`config.mk`:
```
export PLATFORM = sky130hd
export DESIGN_NAME = tih_ctrl
export DESIGN_NICKNAME = d
export VERILOG_FILES = /design/src/hdl/tih_pkg.sv /design/src/hdl/tih_ctrl.sv
export SDC_FILE = /design/constraint.sdc
export NUM_CORES = 1
export LEC_CHECK = 0
export BUFFER_PORTS_ARGS = -buffer_cell sky130_fd_sc_hd__buf_2
export CORE_MARGIN = 4
export CORE_UTILIZATION = 25
export DETAILED_ROUTE_END_ITERATION = 7
export HOLD_SLACK_MARGIN = 0.05
export MAX_ROUTING_LAYER = met4
export PLACE_DENSITY_LB_ADDON = 0.1
export SYNTH_ARGS = -nofsm -noshare
export SYNTH_HDL_FRONTEND = slang
export SYNTH_SLANG_ARGS = --single-unit
```
`constraint.sdc`:
```
create_clock -name clk -period 1.3 [get_ports clk]
set_clock_uncertainty 0.1 [all_clocks]
set_input_delay 0.26 -clock clk [delete_from_list [all_inputs] [get_ports clk]]
set_output_delay 0.26 -clock clk [all_outputs]
set_load 0.01 [all_outputs]
```
`src/hdl/tih_pkg.sv`:
```
`timescale 1ns / 1ps
`default_nettype none
package tih_pkg;

    localparam int BUCKETS = 256;
    localparam int ENTRIES = 1024;

    localparam int ID_W   = 10;
    localparam int LINK_W = $clog2(ENTRIES + 1);
    localparam int BKT_W  = $clog2(BUCKETS);
    localparam int CFG_W  = 9;
    localparam int DCNT_W = 5;

    localparam logic [31:0] FNV_BASIS = 32'd2166136261;
    localparam logic [31:0] FNV_PRIME = 32'd16777619;
    localparam logic [31:0] WORD_MASK = 32'hFFFFFFFF;

    localparam logic [1:0] KIND_ARRAY  = 2'd0;
    localparam logic [1:0] KIND_VECTOR = 2'd1;
    localparam logic [1:0] KIND_MODULE = 2'd2;
    localparam logic [1:0] KIND_UNUSED = 2'd3;

    localparam logic [1:0] RES_NONE = 2'd0;
    localparam logic [1:0] RES_HIT  = 2'd1;
    localparam logic [1:0] RES_NEW  = 2'd2;
    localparam logic [1:0] RES_FULL = 2'd3;

    localparam logic [1:0] WORD_KIND = 2'd0;
    localparam logic [1:0] WORD_LO   = 2'd1;
    localparam logic [1:0] WORD_HI   = 2'd2;
    localparam logic [1:0] WORD_AUX  = 2'd3;

    typedef struct packed {
        logic       load;
        logic       hash_step;
        logic       div_start;
        logic       div_step;
        logic       head_rd;
        logic       head_cap;
        logic       ent_rd;
        logic       ent_chk;
        logic       insert;
        logic       out_load;
        logic [1:0] res_sel;
    } ctrl_cmd_t;

    typedef struct packed {
        logic req_nop;
        logic hash_last;
        logic div_last;
        logic link_null;
        logic match;
        logic full;
        logic out_busy;
    } ctrl_sts_t;

    typedef struct packed {
        logic [1:0]        kind;
        logic [63:0]       elem;
        logic [31:0]       aux;
        logic [LINK_W-1:0] next;
    } entry_t;

endpackage
`default_nettype wire

```
`src/hdl/tih_ctrl.sv`:
```
`timescale 1ns / 1ps
`default_nettype none
module tih_ctrl (
    input  wire logic                clk,
    input  wire logic                rst_n,
    input  wire logic                in_valid,
    output logic                     in_ready,
    input  wire tih_pkg::ctrl_sts_t  sts,
    output tih_pkg::ctrl_cmd_t       cmd
);

    localparam logic [3:0] ST_IDLE  = 4'd0;
    localparam logic [3:0] ST_NOP   = 4'd1;
    localparam logic [3:0] ST_HASH  = 4'd2;
    localparam logic [3:0] ST_DIV   = 4'd3;
    localparam logic [3:0] ST_HEAD  = 4'd4;
    localparam logic [3:0] ST_HEADW = 4'd5;
    localparam logic [3:0] ST_WALK  = 4'd6;
    localparam logic [3:0] ST_ENTW  = 4'd7;
    localparam logic [3:0] ST_MISS  = 4'd8;

    logic [3:0] state_reg;
    logic [3:0] state_next;

    always_ff @(posedge clk or negedge rst_n)
    begin
        if (!rst_n)
        begin
            state_reg <= ST_IDLE;
        end
        else
        begin
            state_reg <= state_next;
        end
    end

    always_comb
    begin
        state_next = state_reg;
        cmd        = '0;
        in_ready   = 1'b0;
        case (state_reg)
            ST_IDLE:
            begin
                in_ready = 1'b1;
                if (in_valid)
                begin
                    cmd.load   = 1'b1;
                    state_next = sts.req_nop ? ST_NOP : ST_HASH;
                end
            end
            ST_NOP:
            begin
                if (!sts.out_busy)
                begin
                    cmd.out_load = 1'b1;
                    cmd.res_sel  = tih_pkg::RES_NONE;
                    state_next   = ST_IDLE;
                end
            end
            ST_HASH:
            begin
                cmd.hash_step = 1'b1;
                if (sts.hash_last)
                begin
                    cmd.div_start = 1'b1;
                    state_next    = ST_DIV;
                end
            end
            ST_DIV:
            begin
                cmd.div_step = 1'b1;
                if (sts.div_last)
                begin
                    state_next = ST_HEAD;
                end
            end
            ST_HEAD:
            begin
                cmd.head_rd = 1'b1;
                state_next  = ST_HEADW;
            end
            ST_HEADW:
            begin
                cmd.head_cap = 1'b1;
                state_next   = ST_WALK;
            end
            ST_WALK:
            begin
                if (sts.link_null)
                begin
                    state_next = ST_MISS;
                end
                else
                begin
                    cmd.ent_rd = 1'b1;
                    state_next = ST_ENTW;
                end
            end
            ST_ENTW:
            begin
                if (sts.match)
                begin
                    if (!sts.out_busy)
                    begin
                        cmd.out_load = 1'b1;
                        cmd.res_sel  = tih_pkg::RES_HIT;
                        state_next   = ST_IDLE;
                    end
                end
                else
                begin
                    cmd.ent_chk = 1'b1;
                    state_next  = ST_WALK;
                end
            end
            ST_MISS:
            begin
                if (!sts.out_busy)
                begin
                    cmd.out_load = 1'b1;
                    if (sts.full)
                    begin
                        cmd.res_sel = tih_pkg::RES_FULL;
                    end
                    else
                    begin
                        cmd.insert  = 1'b1;
                        cmd.res_sel = tih_pkg::RES_NEW;
                    end
                    state_next = ST_IDLE;
                end
            end
            default:
            begin
                state_next = ST_IDLE;
            end
        endcase
    end

endmodule
`default_nettype wire

```
Word level (Yosys, flattened, before mapping)
Cells that the tools add are included.
- register bits after elaboration: 4
- input bits: 10
- output and inout port bits: 13
- equal/unequal tests: 11
- multiplexer cells: 28
- reduce and logical (&&, ||, !) cells: 3
- operator list (cell ; number):
    $pmux W4 S8 ; 1
    $mux W4 ; 7
    $eq A4 B3 Y1 const B ; 4
    $mux W1 ; 14
    $mux W3 ; 3
    $pmux W3 S3 ; 1
    $eq A4 B2 Y1 const B ; 2
    $ne A2 B2 Y1 const B ; 3
    $eq A4 B1 Y1 const B ; 1
    $eq A4 B4 Y1 const B ; 1
    $logic_not A4 Y1 ; 1
    $mux W2 ; 2
    $reduce_and A3 Y1 ; 1
    $reduce_or A2 Y1 ; 1

Longest topological paths before layout
Gate-level depths: netlist (run 1).
- depth after elaboration: 3
- depth in mapped cells: 6
- depth with buffers taken out: 4

Worst setup path before layout (run 1)
OpenSTA, ideal clock, no wires.
- path kind: flip-flop to output port
- start point: reg state_reg[2]
- end point: out cmd[9] (netlist bit)
- arrival: 1.154 ns
- data required time: 0.940 ns
- slack: -0.214 ns
- stages on the path, launching flop included: 6
- path buffers: 1
- cell sequence: dfrtp_1 buf_6 nor2_1 nand2_1 nor2_1 and2_1
- RTL lines (item ; line ; source):
    start, declared ; tih_ctrl.sv:22 ; logic [3:0] state_reg;
    start signal, assigned ; tih_ctrl.sv:33 ; state_reg <= state_next;
    end, declared ; tih_ctrl.sv:9 ; output tih_pkg::ctrl_cmd_t cmd

==> results of run 1 <==
[stage by stage]
| stage | cells | worst slack, ns | TNS [ns] | utilization (%) | power (mW) |
|---|---|---|---|---|---|
| after floorplan | 58 | -0.0827 | -0.653 | - | 1.11 |
| after global placement | 119 | -0.279 | -3.27 | 43.8 | 1.58 |
| after detailed placement | 119 | -0.265 | -3.18 | 43.8 | 1.58 |
| after CTS | 135 | -0.446 | -5.55 | 57.4 | 2.31 |
| after global routing | 136 | -0.524 | -6.77 | 61.4 | 2.71 |
| final | 136 | -0.467 | -5.65 | 61.4 | 2.55 |
[metal layers]
metal	track usage, %	wire length (um)	vias to the layer above
li1	-	-	318
met1	17.9	790	313
met2	21.5	986	23
met3	2.56	67	2
met4	5.53	21	0
met5	-	0	-
[repair_timing]
item / in CTS / in global routing
endpoints found under the setup margin: 17 / 17
setup buffers: 12 / 2
hold endpoints to repair: 4 / 0
hold buffers: 1 / 0
pin swaps: 11 / 12
gates resized for setup: 30 / 15
[placed cells by master (no fill, tap or decap), drive strengths merged]
master	n
nand4	1
nor4	1
nand3	6
buf	55
mux2	1
o21ai	4
nand2	4
nor2b	1
o221ai	1
nor3	3
nor4b	1
mux2i	1
a31oi	1
inv	4
o211ai	1
and2	2
dfrtp	4
a41oi	1
nor2	5
o2bb2ai	1
and2b	1
o22ai	1
a21oi	4
dlygate4sd3	1
a311o	1
or3	1
clkbuf	3
nor3b	1
[worst max-delay path: cells and delay by family, from the launching register on]
family | cells | cell delay, ns
compound gates | 1 | 0.16
buf+inv | 1 | 0.13
flops | 1 | 0.48
simple gates | 2 | 0.39
[cell families after synthesis]
logic type / after synthesis / synth area share (%)
buffers and inverters: 10 / 16.0
DFF: 4 / 20.3
and+or+nand+nor: 27 / 37.1
AOI/OAI and AO/OA: 15 / 22.3
muxes: 2 / 4.31
[final cells by class]
class	count	area (um^2)
clock buffer	3	22.5
tap	25	31.3
fill	152	696
multi-input combinational	44	463
sequential	4	104
inverter	4	17.5
timing repair buffer	56	468
[path summary, 6_finish.rpt]
path,endpoint,depth (start not counted)
setup / recovery,cmd[0],4
hold / removal,state_reg[0]$_DFFE_PN0P_,2
setup reg to reg,state_reg[2]$_DFFE_PN0P_,5
hold reg to reg,state_reg[2]$_DFFE_PN0P_,2
max in group asynchronous,state_reg[0]$_DFFE_PN0P_,2
min in group asynchronous,state_reg[2]$_DFFE_PN0P_,2
[power groups by stage]
| stage | clock network, mW | registers (mW) | logic (mW) |
|---|---|---|---|
| 6_report | 0.157 | 0.285 | 2.11 |
| 5_1_grt | 0.174 | 0.291 | 2.25 |
| 4_1_cts | 0.158 | 0.271 | 1.88 |
| 3_5_place_dp | 0 | 0.268 | 1.31 |
| 3_3_place_gp | 0 | 0.265 | 1.32 |
| 2_1_floorplan | 0 | 0.191 | 0.918 |
==> impl.org, run 1 <==
** Die
- Effective utilization at floorplan :: between 20% and 30%
- Pin placement for this block handled 23 I/O pins.
- The core region is ~1800 um^2.
- After floorplanning, the core was divided into 15 placement rows.
- Die Footprint :: around 2700 um^2
- Die Height :: 52.4 um
- From left edge to right edge, the die measures between 50 and 60 um.

** Clock tree
- The clock net in this run drives a total of 4 sinks.
- TritonCTS built the clock tree.
- In this run, CTS created clock tree buffers numbering 3.
- Clock-pin slew was measured on the worst setup and hold paths at 0.04 ns.
- Clock insertion delay at the later pin of the skew report :: roughly 0.24 ns
- CTS built an H-tree with a depth of 1.
- The clock passes through at most 2 buffers.
- Clock root buffer :: sky130_fd_sc_hd__clkbuf_4

** Synth
- The synthesized design contains 4 register bits.
- Synthesized Nets :: a little under 70
- Ys async rst share :: 100%
- Top-count cell post-synth :: sky130_fd_sc_hd__nand3_1
- The biggest area contributor in the post-synthesis netlist is sky130_fd_sc_hd__dfrtp_1.
- After synthesis, the cell types taking the most area are sky130_fd_sc_hd__dfrtp_1, sky130_fd_sc_hd__buf_6, sky130_fd_sc_hd__nand3_1.
- Most common library cells after synthesis :: sky130_fd_sc_hd__nand3_1, sky130_fd_sc_hd__buf_6, sky130_fd_sc_hd__dfrtp_1, sky130_fd_sc_hd__nor2_1
- The synthesized netlist occupies a cell area of about 490 um^2.
- Counting flops with a built-in enable in the synthesized netlist gives 0.
- The share of synthesized area in the top cell type comes to about a fifth.
- Synthesized instance count :: 58
- Counting distinct cell types in the post-synthesis netlist gives 33.
- Sequential fraction of the synthesis area :: about 20%
- Mean cell area of the mapped netlist :: about 8.5 um^2
- Most instantiated flip-flop cell in the synthesis netlist :: sky130_fd_sc_hd__dfrtp_1
- Warnings, synthesis :: 0

** Power
- In this run the power spent charging and discharging nets is a little over 1 mW.
- The clock network accounts for between 6 and 7% of the total power.
- Reg power frac :: between 10% and 20%
- Total power density per cell area :: around 2300 nW/um^2
- Peak supply drop :: between 1 and 1.5 mV
- Share of power burned in combinational logic :: 82.7%
- Net switching is around 40% of the power.
- In this run the static leakage power is about 0.50 nW.
- The internal power of the cells totals between 1.5 and 2 mW.

** GRT
- Pin count of the biggest net entering global routing :: 9
- The number of global-route vias before repair was roughly 630.
- Antenna violations before repair :: 0
- Total grt overflow :: 0
- The first global-routing pass estimated between 2 and 3 mm of wire.
- Combined global-route utilization of all metal layers :: between 10 and 15%

** Timing
- Final worst-path cycle share :: 136%
- Setup repair after global routing missed its margin :: yes
- Once routing completed, OpenROAD measured the worst setup slack at -0.467 ns.
- Final hold analysis gives a worst-case slack of ~0.15 ns.
- For the finished layout, the period the worst path requires is around 1.8 ns.
- # setup viols final :: 17
- Headroom to the max-slew limit :: 86.5%
- The number of pins with negative max-slew slack in the final report was 0.
- Transition time of the tightest slew-check pin :: around 0.20 ns
- Timing would allow up to roughly 0.57 GHz.
- Count of final hold-check violations :: 0

** Final layout
- Fin area :: ~1100 um^2
- Final nets :: 123
- The post-route netlist has ~86% of its cells at a drive strength greater than 1.
- The repair_antennas step left the layout with diodes totalling 0.
- Number of flip-flops under the largest register name :: 4
- Layout area overhead :: 124%

** Placement
- Estimated wirelength of the detail-placed design :: between 1 and 1.5 mm
- GPL Wtd Cong :: roughly 0.76
- Cell Area, Placed :: 788 um^2
- Number of buffer cells added on primary ports :: 22

** Hold path
- Hold Startpoint :: sts[4]
- Hold/Removal Path Class :: input port to register

** Critical path
- The critical path goes through and2b_2, nand4_1, a21oi_2, buf_2.
- Critical path peak fanout :: 6
- The worst setup path is of the register to primary output kind.
- Type of origin of the critical path :: register
- Endpoint required time on the critical path :: 0.94 ns
- The worst register-to-register path begins at state_reg[1]$_DFFE_PN0P_.
- Maximum cell stage delay along the critical path :: about 0.48 ns
- Tracing the worst setup path back leads to its startpoint at state_reg[3]$_DFFE_PN0P_.
- Worst R2R Setup Slack :: -0.23 ns
- Arrival time reported for the critical path endpoint :: roughly 1.4 ns
- On the critical path, the stage with the largest delay is an instance of sky130_fd_sc_hd__dfrtp_2.
- Critical Path Sink Type :: primary output

** Status
- Violated checks :: setup timing
- The run finished, with violations left.

** Drt
- After detailed routing, the total wire length is around 1.9 mm.
- The detailed router placed 656 vias in this run.
- Dividing the detail-routed wire length by the instance count gives between 10 and 15 um.
- DRT antenna net count :: 0
- Drt via density :: a little under 5
- The first routing iteration left 7 violations.
- DRC violations left :: 0
- First-pass detailed-route iteration total :: 4

** Job
- Max-capacitance violation count :: 0
No activity file was read; power rests on OpenSTA's default activity.
==> inputs of run 2 (changes only) <==
- ABC_AREA: not set -> 1
- BUFFER_PORTS_ARGS: -buffer_cell sky130_fd_sc_hd__buf_2 -> not set
- DONT_BUFFER_PORTS: not set -> 1
- SLEW_MARGIN: not set -> 20
==> run 2 against run 1 <==
  * The run still ends with setup timing left
  * Largest cell class is now multi-input gates
  * Total power decreased by 41%
  * Setup slack improved by 0.19 ns
  * Critical path type unchanged
  * Area after synthesis decreased by 8.4%
  * Routed wire length decreased by 23%
  * Die area decreased by 7.1%
  * Sequential share of layout area increased by 3.6 points
==> impl.org, run 2 <==
** Status
- The flow ran to the end, but the final reports show violations.
- The final reports fail on setup timing.

** Critical path
- Worst setup path endpoint :: cmd[2]
- The endpoint identified for the worst register-to-register timing path is state_reg[1]$_DFFE_PN0P_.
- CP Class :: register to primary output
- Critical path peak fanout :: 3 (-3)
- R2r worst-path depth :: 9 (+4)
- The required time at the worst-slack endpoint came to 0.94 ns (about the same).
- Arrival time reported for the critical path endpoint :: 1.22 ns (-0.19 ns)
- STA classifies the critical path endpoint as a primary output.
- Launching point of the worst reg2reg path :: state_reg[3]$_DFFE_PN0P_
- STA classifies the critical path startpoint as a register.
- Tracing the worst setup path back leads to its startpoint at state_reg[1]$_DFFE_PN0P_.
- The internal reg-to-reg setup slack was -0.13 ns (+0.10 ns).

** Timing
- Count of final hold-check violations :: 0 (unchanged)
- # setup viols final :: 17 (unchanged)
- Shortest period the worst path allows :: 1.58 ns (-0.187 ns)
- Setup repair after global routing missed its margin :: yes
- PnR worst setup slack :: -0.280 ns (+0.187 ns)
- Transition time of the tightest slew-check pin :: 0.182 ns (-0.0166 ns)
- Highest Clock Rate :: 0.633 GHz (+12%)
- The final period utilization came to 122% (-14 points).
- Headroom to the max-slew limit :: 87.8% (+1.3 points)
- Max-slew violations :: 0 (unchanged)

** Final layout
- Most common cell after layout, fill and taps aside :: sky130_fd_sc_hd__buf_4
- Commonest non-fill, non-tap cells in the layout :: sky130_fd_sc_hd__buf_4, sky130_fd_sc_hd__nand2_1, sky130_fd_sc_hd__inv_2, sky130_fd_sc_hd__inv_1, sky130_fd_sc_hd__nand3_1
- Fraction of layout cells with a size suffix above 1 :: 64.8% (-21 points)
- The net total in the final layout came to 117 (-4.9%).
- Total area of multi-input combinational cells :: 375 um^2 (-19%)
- The non-filler instance count after layout was 130 (-4.4%).
- The flip-flop count of the largest register, all copies and words added is 4 (unchanged).
- The register area was 105 um^2 (+1.2%).
- Relative to the synthesized area, the layout overhead comes to 79.8%.
- Number of filler cells placed in the layout :: 200 (+32%)
- The count of antenna diodes in the layout came to 0 (unchanged).
- The share of the core filled with cells in the final layout is 47.0% (-14 points).

** Synth
- Summed over all instances, the cell type with the most area after synthesis is sky130_fd_sc_hd__dfrtp_1.
- Most instantiated flip-flop cell in the synthesis netlist :: sky130_fd_sc_hd__dfrtp_1
- Post-synth EDFFs :: 0 (unchanged)
- The top cell type's share of synthesized area was 22.2% (+1.9 points).
- Ranked by total cell area, the synthesized netlist is headed by sky130_fd_sc_hd__dfrtp_1, sky130_fd_sc_hd__nand2_1, sky130_fd_sc_hd__nand3_1.
- Yosys cell types :: 20 (-39%)
- The average size of a mapped cell came to 5.87 um^2 (-31%).
- The total nets after synthesis came to 87 (+28%).
- The cell count after synthesis was 77 (+33%).
- Mapped cell area :: 452 um^2 (-8.4%)
- Seq cells post-synth :: 4 (unchanged)
- Ys async rst share :: 100% (unchanged)
- Warnings, synthesis :: 0 (unchanged)
- By instance count, the leading cell after synthesis is sky130_fd_sc_hd__nand2_1.
- The register area share after synthesis was 22.2% (+1.9 points).
- Most common library cells after synthesis :: sky130_fd_sc_hd__nand2_1, sky130_fd_sc_hd__inv_1, sky130_fd_sc_hd__nand3_1, sky130_fd_sc_hd__nor2_1, sky130_fd_sc_hd__inv_2

** Drt
- The post-route DRC violation count was 0 (unchanged).
- Routed Wire Length :: 1.44 mm (-23%)
- The detailed-router iteration count before antenna repair came to 4 (unchanged).
- The initial DRC count was 11 (+4).
- Drt via density :: 4.50 (-6.7%)
- Overall via count from detail_route :: 585 (-11%)
- The routed wire length per instance was 11.1 um (-19%).
- The remaining antenna violation count came to 0 (unchanged).

** GRT
- The global-route wire length before repair is 2.32 mm (-17%).
- Total grt overflow :: 0 (unchanged)
- Number of global-route vias before repair :: 580 (-7.5%)
- Pin count of the biggest net entering global routing :: 9 (unchanged)
- The number of antenna violations at the first check in global routing is 0 (unchanged).
- The global-route usage over all layers came to 12.5% (-1.5 points).

** Power
- The power density of the placed cells was 1860 nW/um^2 (-19%).
- Peak supply drop :: 1.11 mV (-5.4%)
- The leakage power came to 0.413 nW (-17%).

** Clock tree
- Clock insertion delay at the later pin of the skew report :: 0.23 ns (about the same)
- Clock Sinks :: 4 (unchanged)
- Total number of H-tree levels :: 1 (unchanged)
- Clock buffer count from CTS :: 3 (unchanged)
- The clock edge transition at the registers on the reported setup and hold paths was 0.04 ns (about the same).
- TritonCTS built the clock tree.
- Max Root-Sink Buffers :: 2 (unchanged)
- Clock tree synthesis selected as its root buffer the cell sky130_fd_sc_hd__clkbuf_4.

** Placement
- The final RePlAce weighted congestion was 0.755 (-0.78%).
- The detailed-placement wirelength estimate came to 1.06 mm (-11%).
- The total instance count after detailed placement came to 118 (-0.84%).
- Number of buffer cells added on primary ports :: 0 (-100%)

** Die
- Num ports :: 23 (unchanged)
- Core footprint :: 1730 um^2 (-4.2%)
- Die Span X :: 50.5 um (-3.6%)
- The height of the die came to 50.5 um (-3.6%).
- Effective utilization at floorplan :: 26.2% (-1.2 points)
- The number of placement rows was 15 (unchanged).
- The area of the die was 2550 um^2 (-7.1%).

** Job
- The count of maximum capacitance violations was 0 (unchanged).

** Hold path
- Hold/Removal Path Class :: input port to register
-- run 2: cell count changes in the layout (fill, tap and decap cells not counted), moves of 3 or more --
cell / change
sky130_fd_sc_hd__a21oi_2: -4
sky130_fd_sc_hd__buf_4: +5
sky130_fd_sc_hd__nand3_2: +3
sky130_fd_sc_hd__inv_1: +7
sky130_fd_sc_hd__inv_2: +6
sky130_fd_sc_hd__nor2_4: +4
sky130_fd_sc_hd__nand2_2: +5
sky130_fd_sc_hd__nand2_1: +11
sky130_fd_sc_hd__nor2_1: +3
sky130_fd_sc_hd__buf_6: -16
sky130_fd_sc_hd__nand3_1: +5
sky130_fd_sc_hd__buf_2: -17
-- run 2: routing by layer --
metal / vias up / part of all wire, % / global-route usage [%]
met5: - / 0 / -
met4: 0 / 1.2 / 6.73
met3: 3 / 6.9 / 3.26
met2: 21 / 51 / 21.5
met1: 264 / 41 / 12.8
li1: 297 / - / -
-- run 2: cell families after synthesis --
kind of cell    count (synthesis)  share of synthesized area (%)
compound gates                  5                           8.03
flops                           4                           22.2
buf+inv                        19                           16.1
simple gates                   49                           53.7
-- run 2: stage by stage --
step	setup TNS, ns	setup WS [ns]	hold WS, ns	instance area (um^2)	power [mW]
floorplan	-0.0967	-0.0567	-0.136	475	0.771
global placement	-0.623	-0.115	-0.135	629	1.10
detailed placement	-0.693	-0.121	-0.135	629	1.09
CTS	-3.45	-0.293	0.0930	723	1.34
global route	-4.52	-0.350	0.0978	812	1.64
finish	-3.41	-0.280	0.0877	812	1.51
-- run 2: worst min-delay path by stage --
stage / cells after the start / to / slack [ns] / startpoint
CTS: 2 / state_reg[3]$_DFFE_PN0P_ / 0.09 / sts[0]
global placement: 0 / state_reg[3]$_DFFE_PN0P_ / -0.14 / rst_n
floorplan: 0 / state_reg[0]$_DFFE_PN0P_ / -0.14 / rst_n
finish: 2 / state_reg[3]$_DFFE_PN0P_ / 0.09 / sts[0]
global route: 2 / state_reg[3]$_DFFE_PN0P_ / 0.1 / sts[0]
detailed placement: 0 / state_reg[2]$_DFFE_PN0P_ / -0.14 / rst_n
-- run 2: area by class of cell --
class / count / area share (%)
timing repair buffer: 26 / 25.3
multi-input combinational: 54 / 46.2
clock buffer: 3 / 2.77
sequential: 4 / 12.9
inverter: 18 / 8.94
tap: 25 / 3.85
-- run 2: critical path, cell delays in order (launching register included) --
cell                      delay [ns]
sky130_fd_sc_hd__dfrtp_2        0.44
sky130_fd_sc_hd__nor2_4         0.15
sky130_fd_sc_hd__nand2_2        0.08
sky130_fd_sc_hd__and2_4         0.17
sky130_fd_sc_hd__a21oi_4        0.14
-- run 2: what timing repair did --
item,4_1_cts,5_1_grt
gates cloned,0,0
pin swaps,4,7
buffers inserted,3,5
setup endpoints to repair,17,17
gates resized for setup,15,15
hold endpoints to repair,4,0
hold buffers,1,0
-- run 2: where the power goes --
| part | switching [mW] | internal [mW] |
|---|---|---|
| logic | 0.577 | 0.518 |
| clock network | 0.0493 | 0.103 |
| registers | 0.0834 | 0.178 |
| total | 0.710 | 0.799 |
